**src/sv/elp_pkg.sv**
```systemverilog
// Shared types, constants and helper functions for the ellipse point pipeline.
package elp_pkg;

    localparam int ANGLE_BITS = 16;
    localparam int COORD_BITS = 32;

    localparam int CORDIC_STEPS = 30;
    localparam int SQRT_STEPS = 32;
    localparam int DIST_BITS = 48;
    localparam int DIV_STEPS = DIST_BITS + 30;

    localparam logic [31:0] ANGLE_MASK = 32'((64'd1 << ANGLE_BITS) - 64'd1);
    localparam int ANGLE_SHIFT = 32 - ANGLE_BITS;

    localparam logic signed [33:0] TRIG_ONE = 34'sd1073741824;
    localparam logic signed [33:0] CORDIC_GAIN = 34'sd652032874;
    localparam logic [23:0] UNIT_RADIUS = 24'd256;
    localparam logic [DIST_BITS-1:0] DIST_MAX = {DIST_BITS{1'b1}};

    localparam logic signed [51:0] COORD_MAX = (52'sd1 <<< (COORD_BITS - 1)) - 52'sd1;
    localparam logic signed [51:0] COORD_MIN = -(52'sd1 <<< (COORD_BITS - 1));

    localparam logic [2:0] REG_RADIUS_MAJOR = 3'd0;
    localparam logic [2:0] REG_RADIUS_MINOR = 3'd1;
    localparam logic [2:0] REG_TILT_ANGLE = 3'd2;
    localparam logic [2:0] REG_CENTER_X = 3'd3;
    localparam logic [2:0] REG_CENTER_Y = 3'd4;

    localparam logic [31:0] ATAN_TURNS [0:29] = '{
        32'd536870912, 32'd316933406, 32'd167458907, 32'd85004756, 32'd42667331,
        32'd21354465, 32'd10679838, 32'd5340245, 32'd2670163, 32'd1335087,
        32'd667544, 32'd333772, 32'd166886, 32'd83443, 32'd41722, 32'd20861,
        32'd10430, 32'd5215, 32'd2608, 32'd1304, 32'd652, 32'd326, 32'd163,
        32'd81, 32'd41, 32'd20, 32'd10, 32'd5, 32'd3, 32'd1
    };

    typedef struct packed {
        logic signed [33:0] x;
        logic signed [33:0] y;
        logic signed [32:0] z;
        logic [1:0]         quad;
        logic               zero;
    } elp_rot_t;

    typedef struct packed {
        elp_rot_t ray;
        elp_rot_t phi;
    } elp_rot_pair_t;

    typedef struct packed {
        logic signed [31:0] c;
        logic signed [31:0] s;
    } elp_trig_t;

    typedef struct packed {
        logic signed [31:0] cp;
        logic signed [31:0] sp;
        logic [4:0]         e;
        logic               center;
    } elp_side_t;

    typedef struct packed {
        logic [63:0] n;
        logic [63:0] res;
    } elp_sqrt_t;

    typedef struct packed {
        logic [31:0]           rem;
        logic [31:0]           len;
        logic [DIV_STEPS-1:0]  dvd;
        logic [DIST_BITS-1:0]  q;
        logic                  ovf;
    } elp_div_t;

    typedef struct packed {
        logic        clip;
        logic [31:0] value;
    } elp_sat_t;

    // Folds the angle into the quadrant around zero and seeds the rotation.
    function automatic elp_rot_t trig_init(input logic [31:0] a);
        elp_rot_t    r;
        logic [31:0] sum;
        logic [31:0] res;
        sum = a + 32'h2000_0000;
        r.quad = sum[31:30];
        res = a - {r.quad, 30'b0};
        r.zero = (res == 32'd0);
        r.x = r.zero ? TRIG_ONE : CORDIC_GAIN;
        r.y = 34'sd0;
        r.z = {res[31], res};
        return r;
    endfunction

    function automatic logic signed [31:0] clamp_one(input logic signed [33:0] v);
        logic signed [31:0] o;
        if (v > TRIG_ONE)
        begin
            o = 32'(TRIG_ONE);
        end
        else if (v < -TRIG_ONE)
        begin
            o = -32'(TRIG_ONE);
        end
        else
        begin
            o = 32'(v);
        end
        return o;
    endfunction

    function automatic elp_trig_t trig_map(input elp_rot_t r);
        elp_trig_t          t;
        logic signed [31:0] x;
        logic signed [31:0] y;
        x = clamp_one(r.x);
        y = clamp_one(r.y);
        case (r.quad)
            2'd0:
            begin
                t.c = x;
                t.s = y;
            end
            2'd1:
            begin
                t.c = -y;
                t.s = x;
            end
            2'd2:
            begin
                t.c = -x;
                t.s = -y;
            end
            default:
            begin
                t.c = y;
                t.s = -x;
            end
        endcase
        return t;
    endfunction

    function automatic elp_sat_t sat_coord(input logic signed [51:0] v);
        elp_sat_t o;
        o.clip = 1'b1;
        if (v > COORD_MAX)
        begin
            o.value = COORD_MAX[31:0];
        end
        else if (v < COORD_MIN)
        begin
            o.value = COORD_MIN[31:0];
        end
        else
        begin
            o.clip = 1'b0;
            o.value = v[31:0];
        end
        return o;
    endfunction

endpackage

```
**src/sv/elp_sqrt_cell.sv**
```systemverilog
// One digit of the integer square root, carrying the downstream sideband.
module elp_sqrt_cell #(
    parameter int STEP = 0
) (
    input  logic               clk,
    input  logic               rst_n,
    input  logic               en,
    input  logic               in_valid,
    input  elp_pkg::elp_sqrt_t in_data,
    input  elp_pkg::elp_side_t in_side,
    output logic               out_valid,
    output elp_pkg::elp_sqrt_t out_data,
    output elp_pkg::elp_side_t out_side
);

    localparam logic [63:0] BIT = 64'd1 << (62 - 2 * STEP);

    logic               valid_reg;
    elp_pkg::elp_sqrt_t data_reg;
    elp_pkg::elp_sqrt_t data_next;
    elp_pkg::elp_side_t side_reg;
    logic [63:0]        trial;

    always_comb
    begin
        trial = in_data.res + BIT;
        if (in_data.n >= trial)
        begin
            data_next.n = in_data.n - trial;
            data_next.res = (in_data.res >> 1) + BIT;
        end
        else
        begin
            data_next.n = in_data.n;
            data_next.res = in_data.res >> 1;
        end
    end

    always_ff @(posedge clk or negedge rst_n)
    begin
        if (!rst_n)
        begin
            valid_reg <= 1'b0;
        end
        else if (en)
        begin
            valid_reg <= in_valid;
        end
    end

    always_ff @(posedge clk)
    begin
        if (en)
        begin
            data_reg <= data_next;
            side_reg <= in_side;
        end
    end

    assign out_valid = valid_reg;
    assign out_data = data_reg;
    assign out_side = side_reg;

endmodule

```
**config.mk**
```make
export PLATFORM = sky130hd
export DESIGN_NAME = elp_sqrt_cell
export DESIGN_NICKNAME = d
export VERILOG_FILES = /design/src/sv/elp_pkg.sv /design/src/sv/elp_sqrt_cell.sv
export SDC_FILE = /design/constraint.sdc
export NUM_CORES = 1
export LEC_CHECK = 0
export BUFFER_PORTS_ARGS = -buffer_cell sky130_fd_sc_hd__buf_4
export CORE_AREA = 2 2 156 158
export DETAILED_ROUTE_END_ITERATION = 10
export DIE_AREA = 0 0 158 160
export PLACE_DENSITY = 0.87
export SLEW_MARGIN = 15
export SYNTH_ARGS = -nofsm -noshare
export SYNTH_HDL_FRONTEND = slang
export SYNTH_SLANG_ARGS = --single-unit
```
**constraint.sdc**
```tcl
create_clock -name clk -period 0.9 [get_ports clk]
set_clock_uncertainty 0.05 [all_clocks]
set_input_delay 0.045 -clock clk [delete_from_list [all_inputs] [get_ports clk]]
set_output_delay 0.045 -clock clk [all_outputs]
set_load 0.005 [all_outputs]
```
==> key figures, run 1 <==
CTS
  – TritonCTS buffer count: 17
  – Root buf cell: clkbuf_16
  – Htree depth: 4
  – CTS sink count: 199
  – Clock Path Buffers: 2

Floorplan
  – Initial Util: 47.1%
  – Die height: 160 um
  – Row cnt: 57
  – Width of the die: 158 um
  – Num ports: 401

Synthesis
  – Mapped cell area: 11200 sq um
  – Post-Syn Instances: 991
  – Area share of the largest cell type after synthesis: 53.0%
  – Synth Register Bits: 199
  – Commonest cells post-synth: edfxtp_1, a21oi_1, inv_1, nand2_1, ha_1
  – Top cells by area, synth: edfxtp_1, ha_1, a21oi_1
  – Synth unique cells: 68
  – YS warnings: 0
  – Sequential share of the synthesized area: 53.2%
  – Most common cell in the netlist: edfxtp_1
  – Largest area contributor in the netlist: edfxtp_1
  – EDFF count, synth: 198
  – Async SR Flop Fraction: 0.503%
  – Top_reg_cell synth: edfxtp_1
  – Syn Nets: 1258
  – Avg Cell Area, Syn: 11.3 sq um

Timing
  – Worst-path end type: register input
  – GR repair worst EP: out_data[114]$_DFFE_PP_/D

GRT
  – Pin count of the biggest net entering global routing: 45
  – Total Routing Usage GR: 73.5%
  – Total gr overflow: 6

Placed design
  – Count of input and output buffers: 400
  – GPL Wtd Cong: 0.936
  – Cell Count Post-Placement: 1978
  – Worst slack, placed: -2.22 ns
  – DP HPWL: 31.3 mm
  – Post-Place Cell Area: 17000 sq um

Status
  – Failed at: global routing (5_1_grt)
  – Status: stopped before the end
  – First Err: [ERROR GRT-0232] Routing congestion too high. Check the congestion heatmap in the GUI.
## cells by family after synthesis
family	count (synthesis)	synth area share, %
AO/OA/AOI/OAI	272	15.5
XOR/XNOR	56	4.37
adder cells (fa/ha/maj)	65	7.32
buffers and inverters	123	4.53
flip-flops	199	53.2
multiplexers	53	5.31
AND/OR/NAND/NOR	223	9.69
## what timing repair did
item | CTS
buffers inserted | 29
setup endpoints to repair | 265
gates resized for setup | 196
hold buffers | 197
gates cloned | 8
endpoints found under the hold margin | 196
pin swaps | 36
## per-layer routing
metal	GRT usage, %	GRT overflow
met2	87.6	5
met4	69.7	1
met3	61.4	0
met5	32.7	0
met1	74.1	0
## stage by stage
step	TNS [ns]	hold WS [ns]
after floorplan	-114.58	-0.301
after global placement	-136.55	-0.230
after detailed placement	-141.13	-0.229
after CTS	-129.64	-0.0436
==> run 2, diff against run 1 <==
--- a/config.mk
+++ b/config.mk
@@ -6,10 +6,10 @@
 export NUM_CORES = 1
 export LEC_CHECK = 0
 export BUFFER_PORTS_ARGS = -buffer_cell sky130_fd_sc_hd__buf_4
-export CORE_AREA = 2 2 156 158
+export CORE_AREA = 2 2 178 180
 export DETAILED_ROUTE_END_ITERATION = 10
-export DIE_AREA = 0 0 158 160
-export PLACE_DENSITY = 0.87
+export DIE_AREA = 0 0 180 182
+export PLACE_DENSITY_LB_ADDON = 0.15
 export SLEW_MARGIN = 15
 export SYNTH_ARGS = -nofsm -noshare
 export SYNTH_HDL_FRONTEND = slang
==> key figures, run 2 <==
Timing
  – RSZ-0062 raised after global routing: yes
  – Worst Hold Slack: -0.0565 ns
  – Crit path time final: 2.51 ns
  – Setup tns final: -137.90 ns
  – Tcrit/Tclk final: 279%
  – Worst-Margin Slew: 0.469 ns
  – Fmax: 398 MHz
  – Setup ws final: -1.61 ns
  – Setup Viol. Count Final: 280
  – Max Transition Viols Final: 0
  – Max-slew headroom: 68.7%
  – Final Hold Violating Endpoints: 4

CTS
  – CTS tree: yes
  – Htree depth: 4 (unchanged)
  – TritonCTS buffer count: 17 (unchanged)
  – Worst-skew pair later-pin latency: 0.45 ns
  – Root buf cell: clkbuf_16 (unchanged)
  – CTS clk-pin slew, worst paths: 0.08 ns
  – Clock Path Buffers: 2 (unchanged)
  – CTS sink count: 199 (unchanged)

Worst setup path
  – Most frequent CP cell: a21o_1
  – Slowest cell on crit path: mux2_4
  – WP buf/inv: 6
  – Worst R2R Start: out_valid$_DFFE_PN0P_
  – Critical Path Max Stage Delay: 0.30 ns
  – Crit path capture type: register
  – WP data required: 1.05 ns
  – Critical Path AT: 2.66 ns
  – Crit-path cells: buf_4, inv_1, ha_1, a21o_1, a21o_1, a21o_1, a21o_1, a21o_1, a211oi_2, a31oi_4, buf_4, buf_6, buf_12, buf_16, mux2_4
  – CP top delay family: compound AO/OA/AOI/OAI gates
  – CP max FO: 13
  – Startpoint types: input port
  – Setup crit start: in_data[57]
  – Critical path class: input port to register

Floorplan
  – Num ports: 401 (unchanged)
  – Initial Util: 36.2% (was 47.1%)
  – Core footprint: 31000 sq um
  – Die area: 32800 sq um
  – Width of the die: 180 um (was 158 um)
  – Row cnt: 65 (was 57)
  – Die height: 182 um (was 160 um)

Synthesis
  – Sequential share of the synthesized area: 53.2% (unchanged)
  – EDFF count, synth: 198 (unchanged)
  – Area share of the largest cell type after synthesis: 53.0% (unchanged)
  – Top_reg_cell synth: edfxtp_1 (unchanged)
  – Largest area contributor in the netlist: edfxtp_1 (unchanged)
  – Synth unique cells: 68 (unchanged)
  – Avg Cell Area, Syn: 11.3 sq um (unchanged)
  – Synth Register Bits: 199 (unchanged)
  – Top cells by area, synth: edfxtp_1, ha_1, a21oi_1 (unchanged)
  – Async SR Flop Fraction: 0.503% (unchanged)
  – Post-Syn Instances: 991 (unchanged)
  – Most common cell in the netlist: edfxtp_1 (unchanged)
  – Syn Nets: 1258 (unchanged)
  – Commonest cells post-synth: edfxtp_1, a21oi_1, inv_1, nand2_1, ha_1 (unchanged)
  – Mapped cell area: 11200 sq um (unchanged)
  – YS warnings: 0 (unchanged)

GRT
  – Vias in the first global route: 11600
  – Initial antenna violation count: 3
  – Total Routing Usage GR: 24.4%
  – First-pass GRT wire length: 62.2 mm
  – Pin count of the biggest net entering global routing: 26
  – Total gr overflow: 0

Layout
  – Fin nets: 2204
  – FILL cells: 2343
  – Commonest non-fill, non-tap cell in the layout: buf_4
  – Commonest cells after routing, fill and taps aside: buf_4, edfxtp_1, dlygate4sd3_1, buf_6, a21oi_1
  – Share of cells above drive strength 1: 49.3%
  – Max reg flops: 128
  – Core Util, Final: 68.8%
  – Syn-to-layout area delta: 90.0%

Pwr
  – Flop pwr share: 38.3%
  – Combinational Power Share: 36.8%
  – Maximum VDD drop: 1.16 mV
  – Psw: 0.00873 W
  – Sw Ratio: 28.4%
  – Internal: 0.0220 W
  – Leakage power: 9.66 nW
  – Clock share of power: 24.9%
  – Power Dens Cells: 1440 nW/um^2

Detailed routing
  – WL final: 42.2 mm
  – Drt pass-1 iters: 5
  – # DRC: 0
  – Via density: 4.79
  – Initial DRC Count: 573
  – DR vias: 11300
  – WL/cell: 17.9 um
  – Antenna Violating Nets Remaining: 0

Hold path
  – Hold Crit Start: in_data[75]
  – HP Class: input port to register

Placed design
  – DP HPWL: 29.8 mm (was 31.3 mm)
  – GPL Wtd Cong: 0.879 (was 0.936)
  – Count of input and output buffers: 400 (unchanged)

Status
  – Status: finished with violations (was stopped before the end)
  – Violated checks: negative hold slack, negative setup slack

Flow run
  – Max_cap viols: 0
run 2: cell counts after synthesis:
No cell type changed its count.
run 2: logic make-up after synthesis:
logic type,Yosys count,share of synthesized area (%)
AO/OA/AOI/OAI,272,15.5
XOR/XNOR,56,4.37
adder cells (fa/ha/maj),65,7.32
buffers and inverters,123,4.53
flip-flops,199,53.2
multiplexers,53,5.31
AND/OR/NAND/NOR,223,9.69
run 2: cell type report:
| type | count | area, sq um | share of cell area, % |
|---|---|---|---|
| inverters | 87 | 342 | 1.60 |
| flip-flops and latches | 199 | 5970 | 28.0 |
| diodes | 3 | 7.51 | 0.0352 |
| clock buffers | 19 | 433 | 2.03 |
| multi-input cells | 669 | 5500 | 25.8 |
| well taps | 402 | 503 | 2.36 |
| repair buffers | 963 | 8410 | 39.5 |
| clock inverters | 13 | 140 | 0.658 |
run 2: worst register-to-register path: stages, from the launching register on:
cell,delay [ns]
dfrtp_1,0.40
buf_6,0.12
mux2_4,0.25
run 2: worst paths after layout:
check,end,slack (ns),cells after the start
max,out_data[96]$_DFFE_PP_,-1.61,15
min,out_data[75]$_DFFE_PP_,-0.06,3
max reg2reg,out_valid$_DFFE_PN0P_,-0.03,2
min reg2reg,out_valid$_DFFE_PN0P_,0.58,2
max in group asynchronous,out_valid$_DFFE_PN0P_,0.31,3
min in group asynchronous,out_valid$_DFFE_PN0P_,0.39,3
run 2: per-layer routing:
metal,vias to the layer above,GRT usage [%],share of wire [%]
met1,5334,29.3,42
met2,324,43.4,50
met5,-,0,0
met3,53,5.82,5.8
li1,5578,-,-
met4,0,7.38,2.3
run 2: what timing repair did:
item	4_1_cts	5_1_grt
setup endpoints to repair	265	332
setup buffers	24	9
hold buffers	193	2
pin swaps	30	27
endpoints found under the hold margin	211	19
resized for setup	128	104
gates cloned	7	2
run 2: through the flow:
stage          instances  setup WS [ns]  total power (W)  area [sq um]  hold slack [ns]
2_1_floorplan        991          -1.80           0.0157         11500           -0.301
3_3_place_gp        2088          -2.28           0.0208         17400           -0.229
3_5_place_dp        2088          -2.29           0.0208         17400           -0.228
4_1_cts             2344          -1.64           0.0305         20800          -0.0884
5_1_grt             2355          -1.69           0.0322         21300          -0.0746
6_report            2355          -1.61           0.0308         21300          -0.0565
run 2: power groups by stage:
stage	registers, W	clock network, W	logic (W)
CTS	0.0117	0.00785	0.0109
detailed placement	0.0119	0	0.00898
finish	0.0118	0.00766	0.0113
global route	0.0119	0.00821	0.0121
global placement	0.0119	0	0.00890
floorplan	0.0119	0	0.00376
(Power assumes the default switching activity.)
