[config.mk]
export PLATFORM = sky130hd
export DESIGN_NAME = elp_div_cell
export DESIGN_NICKNAME = d
export VERILOG_FILES = /design/src/sv/elp_pkg.sv /design/src/sv/elp_div_cell.sv
export SDC_FILE = /design/constraint.sdc
export NUM_CORES = 1
export LEC_CHECK = 0
export ABC_AREA = 1
export BUFFER_PORTS_ARGS = -buffer_cell sky130_fd_sc_hd__buf_4
export CAP_MARGIN = 20
export CORE_AREA = 4 4 201 203
export CTS_BUF_LIST = sky130_fd_sc_hd__clkbuf_2 sky130_fd_sc_hd__clkbuf_4 sky130_fd_sc_hd__clkbuf_8
export DETAILED_ROUTE_END_ITERATION = 8
export DIE_AREA = 0 0 205 207
export GPL_TIMING_DRIVEN = 0
export PLACE_DENSITY_LB_ADDON = 0.15
export SLEW_MARGIN = 25
export SYNTH_ARGS = -nofsm -noshare
export SYNTH_HDL_FRONTEND = slang
export SYNTH_SLANG_ARGS = --single-unit
[constraint.sdc]
create_clock -name clk -period 1.13 [get_ports clk]
set_input_delay 0.113 -clock clk [delete_from_list [all_inputs] [get_ports clk]]
set_output_delay 0.113 -clock clk [all_outputs]
set_load 0.005 [all_outputs]
[src/sv/elp_pkg.sv]
// Shared types, constants and helper functions for the ellipse point pipeline.
package elp_pkg;

    localparam int ANGLE_BITS = 16;
    localparam int COORD_BITS = 32;

    localparam int CORDIC_STEPS = 30;
    localparam int SQRT_STEPS = 32;
    localparam int DIST_BITS = 48;
    localparam int DIV_STEPS = DIST_BITS + 30;

    localparam logic [31:0] ANGLE_MASK = 32'((64'd1 << ANGLE_BITS) - 64'd1);
    localparam int ANGLE_SHIFT = 32 - ANGLE_BITS;

    localparam logic signed [33:0] TRIG_ONE = 34'sd1073741824;
    localparam logic signed [33:0] CORDIC_GAIN = 34'sd652032874;
    localparam logic [23:0] UNIT_RADIUS = 24'd256;
    localparam logic [DIST_BITS-1:0] DIST_MAX = {DIST_BITS{1'b1}};

    localparam logic signed [51:0] COORD_MAX = (52'sd1 <<< (COORD_BITS - 1)) - 52'sd1;
    localparam logic signed [51:0] COORD_MIN = -(52'sd1 <<< (COORD_BITS - 1));

    localparam logic [2:0] REG_RADIUS_MAJOR = 3'd0;
    localparam logic [2:0] REG_RADIUS_MINOR = 3'd1;
    localparam logic [2:0] REG_TILT_ANGLE = 3'd2;
    localparam logic [2:0] REG_CENTER_X = 3'd3;
    localparam logic [2:0] REG_CENTER_Y = 3'd4;

    localparam logic [31:0] ATAN_TURNS [0:29] = '{
        32'd536870912, 32'd316933406, 32'd167458907, 32'd85004756, 32'd42667331,
        32'd21354465, 32'd10679838, 32'd5340245, 32'd2670163, 32'd1335087,
        32'd667544, 32'd333772, 32'd166886, 32'd83443, 32'd41722, 32'd20861,
        32'd10430, 32'd5215, 32'd2608, 32'd1304, 32'd652, 32'd326, 32'd163,
        32'd81, 32'd41, 32'd20, 32'd10, 32'd5, 32'd3, 32'd1
    };

    typedef struct packed {
        logic signed [33:0] x;
        logic signed [33:0] y;
        logic signed [32:0] z;
        logic [1:0]         quad;
        logic               zero;
    } elp_rot_t;

    typedef struct packed {
        elp_rot_t ray;
        elp_rot_t phi;
    } elp_rot_pair_t;

    typedef struct packed {
        logic signed [31:0] c;
        logic signed [31:0] s;
    } elp_trig_t;

    typedef struct packed {
        logic signed [31:0] cp;
        logic signed [31:0] sp;
        logic [4:0]         e;
        logic               center;
    } elp_side_t;

    typedef struct packed {
        logic [63:0] n;
        logic [63:0] res;
    } elp_sqrt_t;

    typedef struct packed {
        logic [31:0]           rem;
        logic [31:0]           len;
        logic [DIV_STEPS-1:0]  dvd;
        logic [DIST_BITS-1:0]  q;
        logic                  ovf;
    } elp_div_t;

    typedef struct packed {
        logic        clip;
        logic [31:0] value;
    } elp_sat_t;

    // Folds the angle into the quadrant around zero and seeds the rotation.
    function automatic elp_rot_t trig_init(input logic [31:0] a);
        elp_rot_t    r;
        logic [31:0] sum;
        logic [31:0] res;
        sum = a + 32'h2000_0000;
        r.quad = sum[31:30];
        res = a - {r.quad, 30'b0};
        r.zero = (res == 32'd0);
        r.x = r.zero ? TRIG_ONE : CORDIC_GAIN;
        r.y = 34'sd0;
        r.z = {res[31], res};
        return r;
    endfunction

    function automatic logic signed [31:0] clamp_one(input logic signed [33:0] v);
        logic signed [31:0] o;
        if (v > TRIG_ONE)
        begin
            o = 32'(TRIG_ONE);
        end
        else if (v < -TRIG_ONE)
        begin
            o = -32'(TRIG_ONE);
        end
        else
        begin
            o = 32'(v);
        end
        return o;
    endfunction

    function automatic elp_trig_t trig_map(input elp_rot_t r);
        elp_trig_t          t;
        logic signed [31:0] x;
        logic signed [31:0] y;
        x = clamp_one(r.x);
        y = clamp_one(r.y);
        case (r.quad)
            2'd0:
            begin
                t.c = x;
                t.s = y;
            end
            2'd1:
            begin
                t.c = -y;
                t.s = x;
            end
            2'd2:
            begin
                t.c = -x;
                t.s = -y;
            end
            default:
            begin
                t.c = y;
                t.s = -x;
            end
        endcase
        return t;
    endfunction

    function automatic elp_sat_t sat_coord(input logic signed [51:0] v);
        elp_sat_t o;
        o.clip = 1'b1;
        if (v > COORD_MAX)
        begin
            o.value = COORD_MAX[31:0];
        end
        else if (v < COORD_MIN)
        begin
            o.value = COORD_MIN[31:0];
        end
        else
        begin
            o.clip = 1'b0;
            o.value = v[31:0];
        end
        return o;
    endfunction

endpackage

[src/sv/elp_div_cell.sv]
// One quotient bit of the restoring division for the ray distance.
module elp_div_cell (
    input  logic               clk,
    input  logic               rst_n,
    input  logic               en,
    input  logic               in_valid,
    input  elp_pkg::elp_div_t  in_data,
    input  elp_pkg::elp_side_t in_side,
    output logic               out_valid,
    output elp_pkg::elp_div_t  out_data,
    output elp_pkg::elp_side_t out_side
);

    logic               valid_reg;
    elp_pkg::elp_div_t  data_reg;
    elp_pkg::elp_div_t  data_next;
    elp_pkg::elp_side_t side_reg;
    logic [32:0]        part;
    logic [32:0]        diff;
    logic               ge;

    always_comb
    begin
        part = {in_data.rem, in_data.dvd[elp_pkg::DIV_STEPS-1]};
        diff = part - {1'b0, in_data.len};
        ge = (part >= {1'b0, in_data.len});
        data_next.len = in_data.len;
        data_next.rem = ge ? diff[31:0] : part[31:0];
        data_next.dvd = in_data.dvd << 1;
        data_next.q = {in_data.q[elp_pkg::DIST_BITS-2:0], ge};
        // Any quotient bit pushed past the top means the distance overflowed.
        data_next.ovf = in_data.ovf | in_data.q[elp_pkg::DIST_BITS-1];
    end

    always_ff @(posedge clk or negedge rst_n)
    begin
        if (!rst_n)
        begin
            valid_reg <= 1'b0;
        end
        else if (en)
        begin
            valid_reg <= in_valid;
        end
    end

    always_ff @(posedge clk)
    begin
        if (en)
        begin
            data_reg <= data_next;
            side_reg <= in_side;
        end
    end

    assign out_valid = valid_reg;
    assign out_data = data_reg;
    assign out_side = side_reg;

endmodule

# Word-level counts from Yosys, hierarchy flattened
# Index checks and enable logic that the tools add are counted.
[totals]
wordCells = 14
ff_bits = 261
[classes]
muxes = 1
bitwise = 1
magnitude_cmp = 1
addsub = 1
[ops]
columns = ["cell", "count"]
rows = [
  ["33-bit by 32-bit greater-or-equal comparator with 1-bit output", 1],
  ["32-bit two-way mux", 1],
  ["32-bit subtractor", 1],
  ["1-bit OR", 1],
]

# Logic depth before layout (Yosys ltp)
# Gate-level depths: netlist of the first run.
[depth]
depth_word = 2
mapped_depth = 16
mapped_depth_nobuf = 14

# Worst setup path before layout of the first run
# No wires, ideal clock.
[synth_timing]
path_kind = "input to register"
start = "input port in_data[126] (netlist name)"
end = "register data_reg, in the netlist out_data[175] (data pin)"
slack_ns = -0.596
required_time_ns = 0.878
stages = 13
n_path_buf = 0
t_arrival_ns = 1.473
cell_sequence = "inv_1 ha_1 fa_1 inv_1 nand3_1 nand3_1 nand2_1 nand3_1 nand3_1 nand2_1 nand2_1 nand3_2 nand2_1"
[synth_rtl]
columns = ["item", "line_no", "rtl"]
rows = [
  ["from (decl)", "elp_div_cell.sv:7", "input elp_pkg::elp_div_t in_data,"],
  ["to (signal assigned)", "elp_div_cell.sv:51", "data_reg <= data_next;"],
  ["to (decl)", "elp_div_cell.sv:15", "elp_pkg::elp_div_t data_reg;"],
]

# Worst setup path in the final report of the first run
[layout_timing]
start = "register side_reg, in the netlist out_side[43]"
end = "output port out_side[43] (netlist name)"
[layout_rtl]
columns = ["item", "line_no", "rtl"]
rows = [
  ["from (decl)", "elp_div_cell.sv:17", "elp_pkg::elp_side_t side_reg;"],
  ["from (signal assigned)", "elp_div_cell.sv:52", "side_reg <= in_side;"],
  ["to (decl)", "elp_div_cell.sv:11", "output elp_pkg::elp_side_t out_side"],
]
# No word-level cell between the ends.

==> flow_summary.ini, run 1 <==
[outcome]
status = finished with violations
violations = negative hold slack, negative setup slack

[layout]
fillers = 3124
stdcell_count = 2404
post-route-util_pct = 58.7
regArea_um2 = 7830
final_common_cell = buf_4
multiInputGateArea_um2 = 4030
drive_gt1_share_pct = 53.8
finalNetCount = 2146
final_cell_mix = 382 x buf_4, 264 x dlygate4sd3_1, 260 x edfxtp_1, 219 x buf_6, 155 x nand2_1
syn2layout_area_growth_pct = 104

[routing]
wl_met1_mm = 18.0
drtAntennaViolNets = 0
highest_layer = met5
firstDrtPassIters = 4
post_drt_wl_per_cell_um = 21.0
met3_length_mm = 3.50
num_vias = 10500
totalWireLength_mm = 50.5
wl_met2_mm = 26.8
drc = 0
drtIter0Drc = 493
vias_per_cell = 4.35

[global_route]
grt_pass1_wl_mm = 70.0
grt_overflow = 0
grt_pass1_vias = 10900
antenna_found_initial = 7
grt_usage_pct = 22.1
grt_max_degree = 51

[clock_tree]
cts_buffers = 46
cts_tree = done
clk_latency_ns = 0.59
cts.htree.levels = 2
path_clk_slew_ns = 0.06
clock_path_buffers = 3
cts.sinks = 261
cts_root_buffer = clkbuf_8

[die]
initial_core_util_pct = 28.7
coreArea_um2 = 38500
fp.dieArea_um2 = 42400
die_h_um = 207
row_count = 72
ios = 527
die-width_um = 205

[synthesis]
synth_cell_types = 34
synth_top_area_share_pct = 70.6
synth.area.top_cells = edfxtp_1 71%, nand2_1 9.4%, inv_1 5.1%
synth.avg_cell_area_um2 = 12.1
synthCells = 917
synth_flop_cell = edfxtp_1
async_flop_share_pct = 0.383
syn-num-nets = 1215
syn-cell-area_um2 = 11100
synth_seq_cells = 261
yosysTopAreaCell = edfxtp_1
yosysWarnings = 0
synth_edf_count = 260
ys_seq_area_share_pct = 70.8

[timing]
setup_viol = 294
drv_slew = 0
worst_clock_skew_ns = 0
post-route-period-util_pct = 115
fin_ws_ns = -0.168
fin_crit_ns = 1.30
max_freq_ghz = 0.771
finalHoldViolCount = 48
hold_slack_ns = -0.127
grt_setup_unrepaired = true

[setup_path]
crit_family = flip-flops
worstPathCellList = buf_6
r2r_end = out_valid
critPathSlowestCell = edfxtp_1
reg2reg_from = out_valid
path_buf_inv = 1
critPathArrivalTime_ns = 1.18
worstSetupPathType = reg2out
rr_worst_depth = 1
critPathRequiredTime_ns = 1.02
start_kind = flip-flop
critPathMaxStageDelay_ns = 0.43
crit_path_end_kind = primary output
cp_max_fo = 1
r2r_slack_ns = 0.34

[power_and_ir_drop]
p_leak_nw = 10.0
power.density_nw_per_um2 = 1220
worst_ir_drop_vdd_v = 0.000752
power_mw = 27.7

[worst_hold_path]
hp-class = in2reg
hold_end = out_data[150]
worstHoldStart = en
whs_path_depth = 1

[placed_design]
preCtsSetupSlack_ns = -1.04
hpwl_mm = 34.8
port_buffers = 525
numPlacedInstances = 1963
place_congestion = 0.890

[flow_run]
cap_violations = 0
synth_stat cells, drive strengths merged (2+ instances only):
| master | number |
|---|---|
| a21oi | 21 |
| or2 | 2 |
| nand2 | 282 |
| nand4 | 2 |
| nand3b | 10 |
| nand3 | 68 |
| nor3 | 8 |
| xor2 | 13 |
| edfxtp | 260 |
| and2 | 8 |
| nor2 | 40 |
| ha | 32 |
| o21ai | 2 |
| inv | 152 |
| buf | 11 |
registers in the layout, summed over array words and instances, names as in the netlist:
register and flops:
out_side 70, out_valid 1, out_data 190
layer usage:
metal | global-route usage (%) | vias up
li1 | - | 4918
met1 | 24.4 | 5037
met2 | 40.7 | 376
met3 | 5.82 | 128
met4 | 7.78 | 6
met5 | 0 | -
area by class of cell:
cell class,count,share of cell area [%]
Antenna cell,4,0.0443
Buffer,8,0.532
Clock buffer,64,3.40
Clock inverter,18,0.404
Inverter,152,2.79
Multi-Input combinational cell,493,17.9
Sequential cell,261,34.7
Tap cell,518,2.87
Timing Repair Buffer,886,37.4
worst max path at each step:
stage,from,end,slack [ns],cells past startpoint
5_1_grt,out_side[43],out_side[43],-0.25,1
3_5_place_dp,en,out_valid,-1.04,5
4_1_cts,out_side[7],out_side[7],-0.22,1
6_report,out_side[43],out_side[43],-0.17,1
3_3_place_gp,en,out_valid,-2.18,2
2_1_floorplan,in_data[160],out_data[187],-0.48,15
where the power goes:
part | total [mW] | leakage [nW] | internal (mW) | switching (mW)
Sequential | 12.0 | 2.56 | 11.7 | 0.361
Combinational | 7.21 | 7.00 | 4.04 | 3.17
Clock | 8.42 | 0.462 | 4.41 | 4.02
per-stage QoR:
step	setup TNS, ns	area (um2)
after floorplan	-15.20	11500
after global placement	-550.40	16100
after detailed placement	-132.09	16200
after CTS	-42.67	21700
after global routing	-48.85	22600
final	-29.05	22600
repair_timing:
item | in CTS | in global routing
setup endpoints to repair | 359 | 294
pin swaps | 97 | 106
resized for setup | 353 | 241
gates cloned | 10 | 1
setup buffers | 68 | 22
hold buffers | 263 | 1
hold endpoints to repair | 309 | 49
cell families after synthesis:
group	synth area share, %
AO/OA/AOI/OAI	1.11
XOR/XNOR	1.11
adder cells (fa/ha/maj)	3.80
buffers and inverters	5.96
flip-flops	70.8
multiplexers	0.102
other	0.0339
AND/OR/NAND/NOR	17.0
(Power assumes the default switching activity.)
==> run 2, diff against run 1 <==
--- a/config.mk
+++ b/config.mk
@@ -13,8 +13,10 @@
 export DETAILED_ROUTE_END_ITERATION = 8
 export DIE_AREA = 0 0 205 207
 export GPL_TIMING_DRIVEN = 0
+export HOLD_SLACK_MARGIN = 0.02
 export PLACE_DENSITY_LB_ADDON = 0.15
 export SLEW_MARGIN = 25
 export SYNTH_ARGS = -nofsm -noshare
 export SYNTH_HDL_FRONTEND = slang
 export SYNTH_SLANG_ARGS = --single-unit
+export TNS_END_PERCENT = 50
==> run 2 against run 1 <==
The flow still finishes with violations (negative hold slack, negative setup slack). Sequential cell count unchanged. Via count decreased by 1.6%. Clock skew unchanged. Critical path type is now in2reg. Critical endpoint is now out_data[182]. Largest cell class unchanged. Largest power group unchanged.
==> flow_summary.ini, run 2 (synthesis gave the netlist of run 1 again) <==
[setup_path]
critPathSlowestCell = ha_4
crit_family = simple AND/OR/NAND/NOR gates
path_buf_inv = 7
critPathRequiredTime_ns = 1.48
start_kind = primary input
worstSetupPathType = in2reg
critPathMaxStageDelay_ns = 0.26
critPathArrivalTime_ns = 1.72
worstPathCellList = buf_6 -> inv_2 -> ha_4 -> nand2_4 -> inv_1 -> nand2_1 -> nand2_1 -> inv_1 -> nand2_2 -> inv_2 -> nand2_4 -> nand2_8 -> buf_12 -> nand2_8 -> buf_12 -> nand3_4 -> nand2_2
cp_max_fo = 8
crit_path_end_kind = flip-flop

[timing]
fin_ws_ns = -0.242
hold_slack_ns = -0.0765
setup_viol = 294
grt_setup_unrepaired = true
drv_slew = 0
tns_ns = -31.09
fin_crit_ns = 1.37
worst_clock_skew_ns = 0
post-route-period-util_pct = 121
max_freq_ghz = 0.729
finalHoldViolCount = 20

[die]
die-width_um = 205
coreArea_um2 = 38500
row_count = 72
ios = 527
die_h_um = 207
fp.dieArea_um2 = 42400
initial_core_util_pct = 28.7

[layout]
post-route-util_pct = 56.6
final_area_um2 = 21800
drive_gt1_share_pct = 49.5
final_common_cell = buf_4
largest_reg_flops = 190
syn2layout_area_growth_pct = 96.9
finalNetCount = 2105
final_cell_mix = 389 x buf_4, 263 x dlygate4sd3_1, 260 x edfxtp_1, 183 x nand2_1, 178 x buf_6

[power_and_ir_drop]
power_switching_mw = 7.46
combinationalPowerShare_pct = 24.3
p_sw_share_pct = 27.2
power.density_nw_per_um2 = 1260
internal-power_mw = 20.0
clkPwrFrac_pct = 32.0
worst_ir_drop_vdd_v = 0.000751
power_frac_seq_pct = 43.8
p_leak_nw = 9.72

[clock_tree]
clk_latency_ns = 0.59
cts.htree.levels = 2
cts_hold_buf = 263
cts_buffers = 47
clock_path_buffers = 3
path_clk_slew_ns = 0.06
cts_tree = done
cts.sinks = 261
cts_root_buffer = clkbuf_8

[global_route]
grt_usage_pct = 21.8
antenna_found_initial = 7
grt_pass1_vias = 10700
grt_overflow = 0
grt_pass1_wl_mm = 69.1
grt_max_degree = 68

[routing]
post_drt_wl_per_cell_um = 21.0
drtAntennaViolNets = 0
firstDrtPassIters = 7
num_vias = 10300
drc = 0
vias_per_cell = 4.36
totalWireLength_mm = 49.7
drtIter0Drc = 513

[outcome]
status = finished with violations
violations = negative hold slack, negative setup slack

[placed_design]
place_congestion = 0.884
hpwl_mm = 34.4
port_buffers = 525
place_area_um2 = 16200
preCtsSetupSlack_ns = -0.974

[worst_hold_path]
hp-class = in2reg

[flow_run]
cap_violations = 0
run 2: cell count changes in the layout (fill, tap and decap cells not counted), moves of 9 or more:
cell,before,now
buf_8,13,4
inv_4,22,11
nand2_2,82,62
nand3_2,40,30
nand2_1,155,183
buf_6,219,178
nand3_1,12,26
run 2: through the flow:
| step | total power [mW] | instances |
|---|---|---|
| floorplan | 13.7 | 917 |
| global placement | 16.7 | 1960 |
| detailed placement | 16.8 | 1963 |
| CTS | 27.4 | 2344 |
| global route | 28.7 | 2362 |
| finish | 27.4 | 2364 |
run 2: cell type report:
class / instances / area, um2
sequential: 261 / 7830
buffer: 6 / 82.6
multi-input combinational: 494 / 3770
antenna: 4 / 10.0
tap: 518 / 648
timing repair buffer: 845 / 7940
clock inverter: 22 / 130
fill: 3249 / 16700
inverter: 152 / 603
clock buffer: 62 / 759
run 2: power groups by stage:
| stage | combinational (mW) | sequential, mW | clock (mW) |
|---|---|---|---|
| 2_1_floorplan | 1.54 | 12.2 | 0 |
| 3_3_place_gp | 4.61 | 12.1 | 0 |
| 3_5_place_dp | 4.67 | 12.1 | 0 |
| 4_1_cts | 6.32 | 12.0 | 9.11 |
| 5_1_grt | 7.10 | 12.1 | 9.53 |
| 6_report | 6.66 | 12.0 | 8.77 |
run 2: repair_timing:
action | CTS | global route
setup endpoints to repair | 357 | 323
resized for setup | 286 | 156
buffers inserted | 25 | 25
pin swaps | 62 | 43
gates cloned | 10 | 0
endpoints found under the hold margin | 325 | 64
run 2: final timing paths:
| kind | from | to | slack [ns] | cells past startpoint |
|---|---|---|---|---|
| worst min register to register | out_valid | out_valid | 0.54 | 1 |
| worst max-delay path | in_data[142] | out_data[182] | -0.24 | 17 |
| worst max register to register | out_valid | out_valid | 0.37 | 1 |
| min in group asynchronous | rst_n | out_valid | 0.40 | 3 |
| worst min-delay path | en | out_data[184] | -0.08 | 1 |
| max in group asynchronous | rst_n | out_valid | 0.62 | 3 |
run 2: metal layers:
metal / wire, um / global-route usage [%]
met3: 3310 / 5.15
met2: 26100 / 40.1
met1: 18200 / 24.1
met4: 1990 / 8.34
met5: 42 / 0
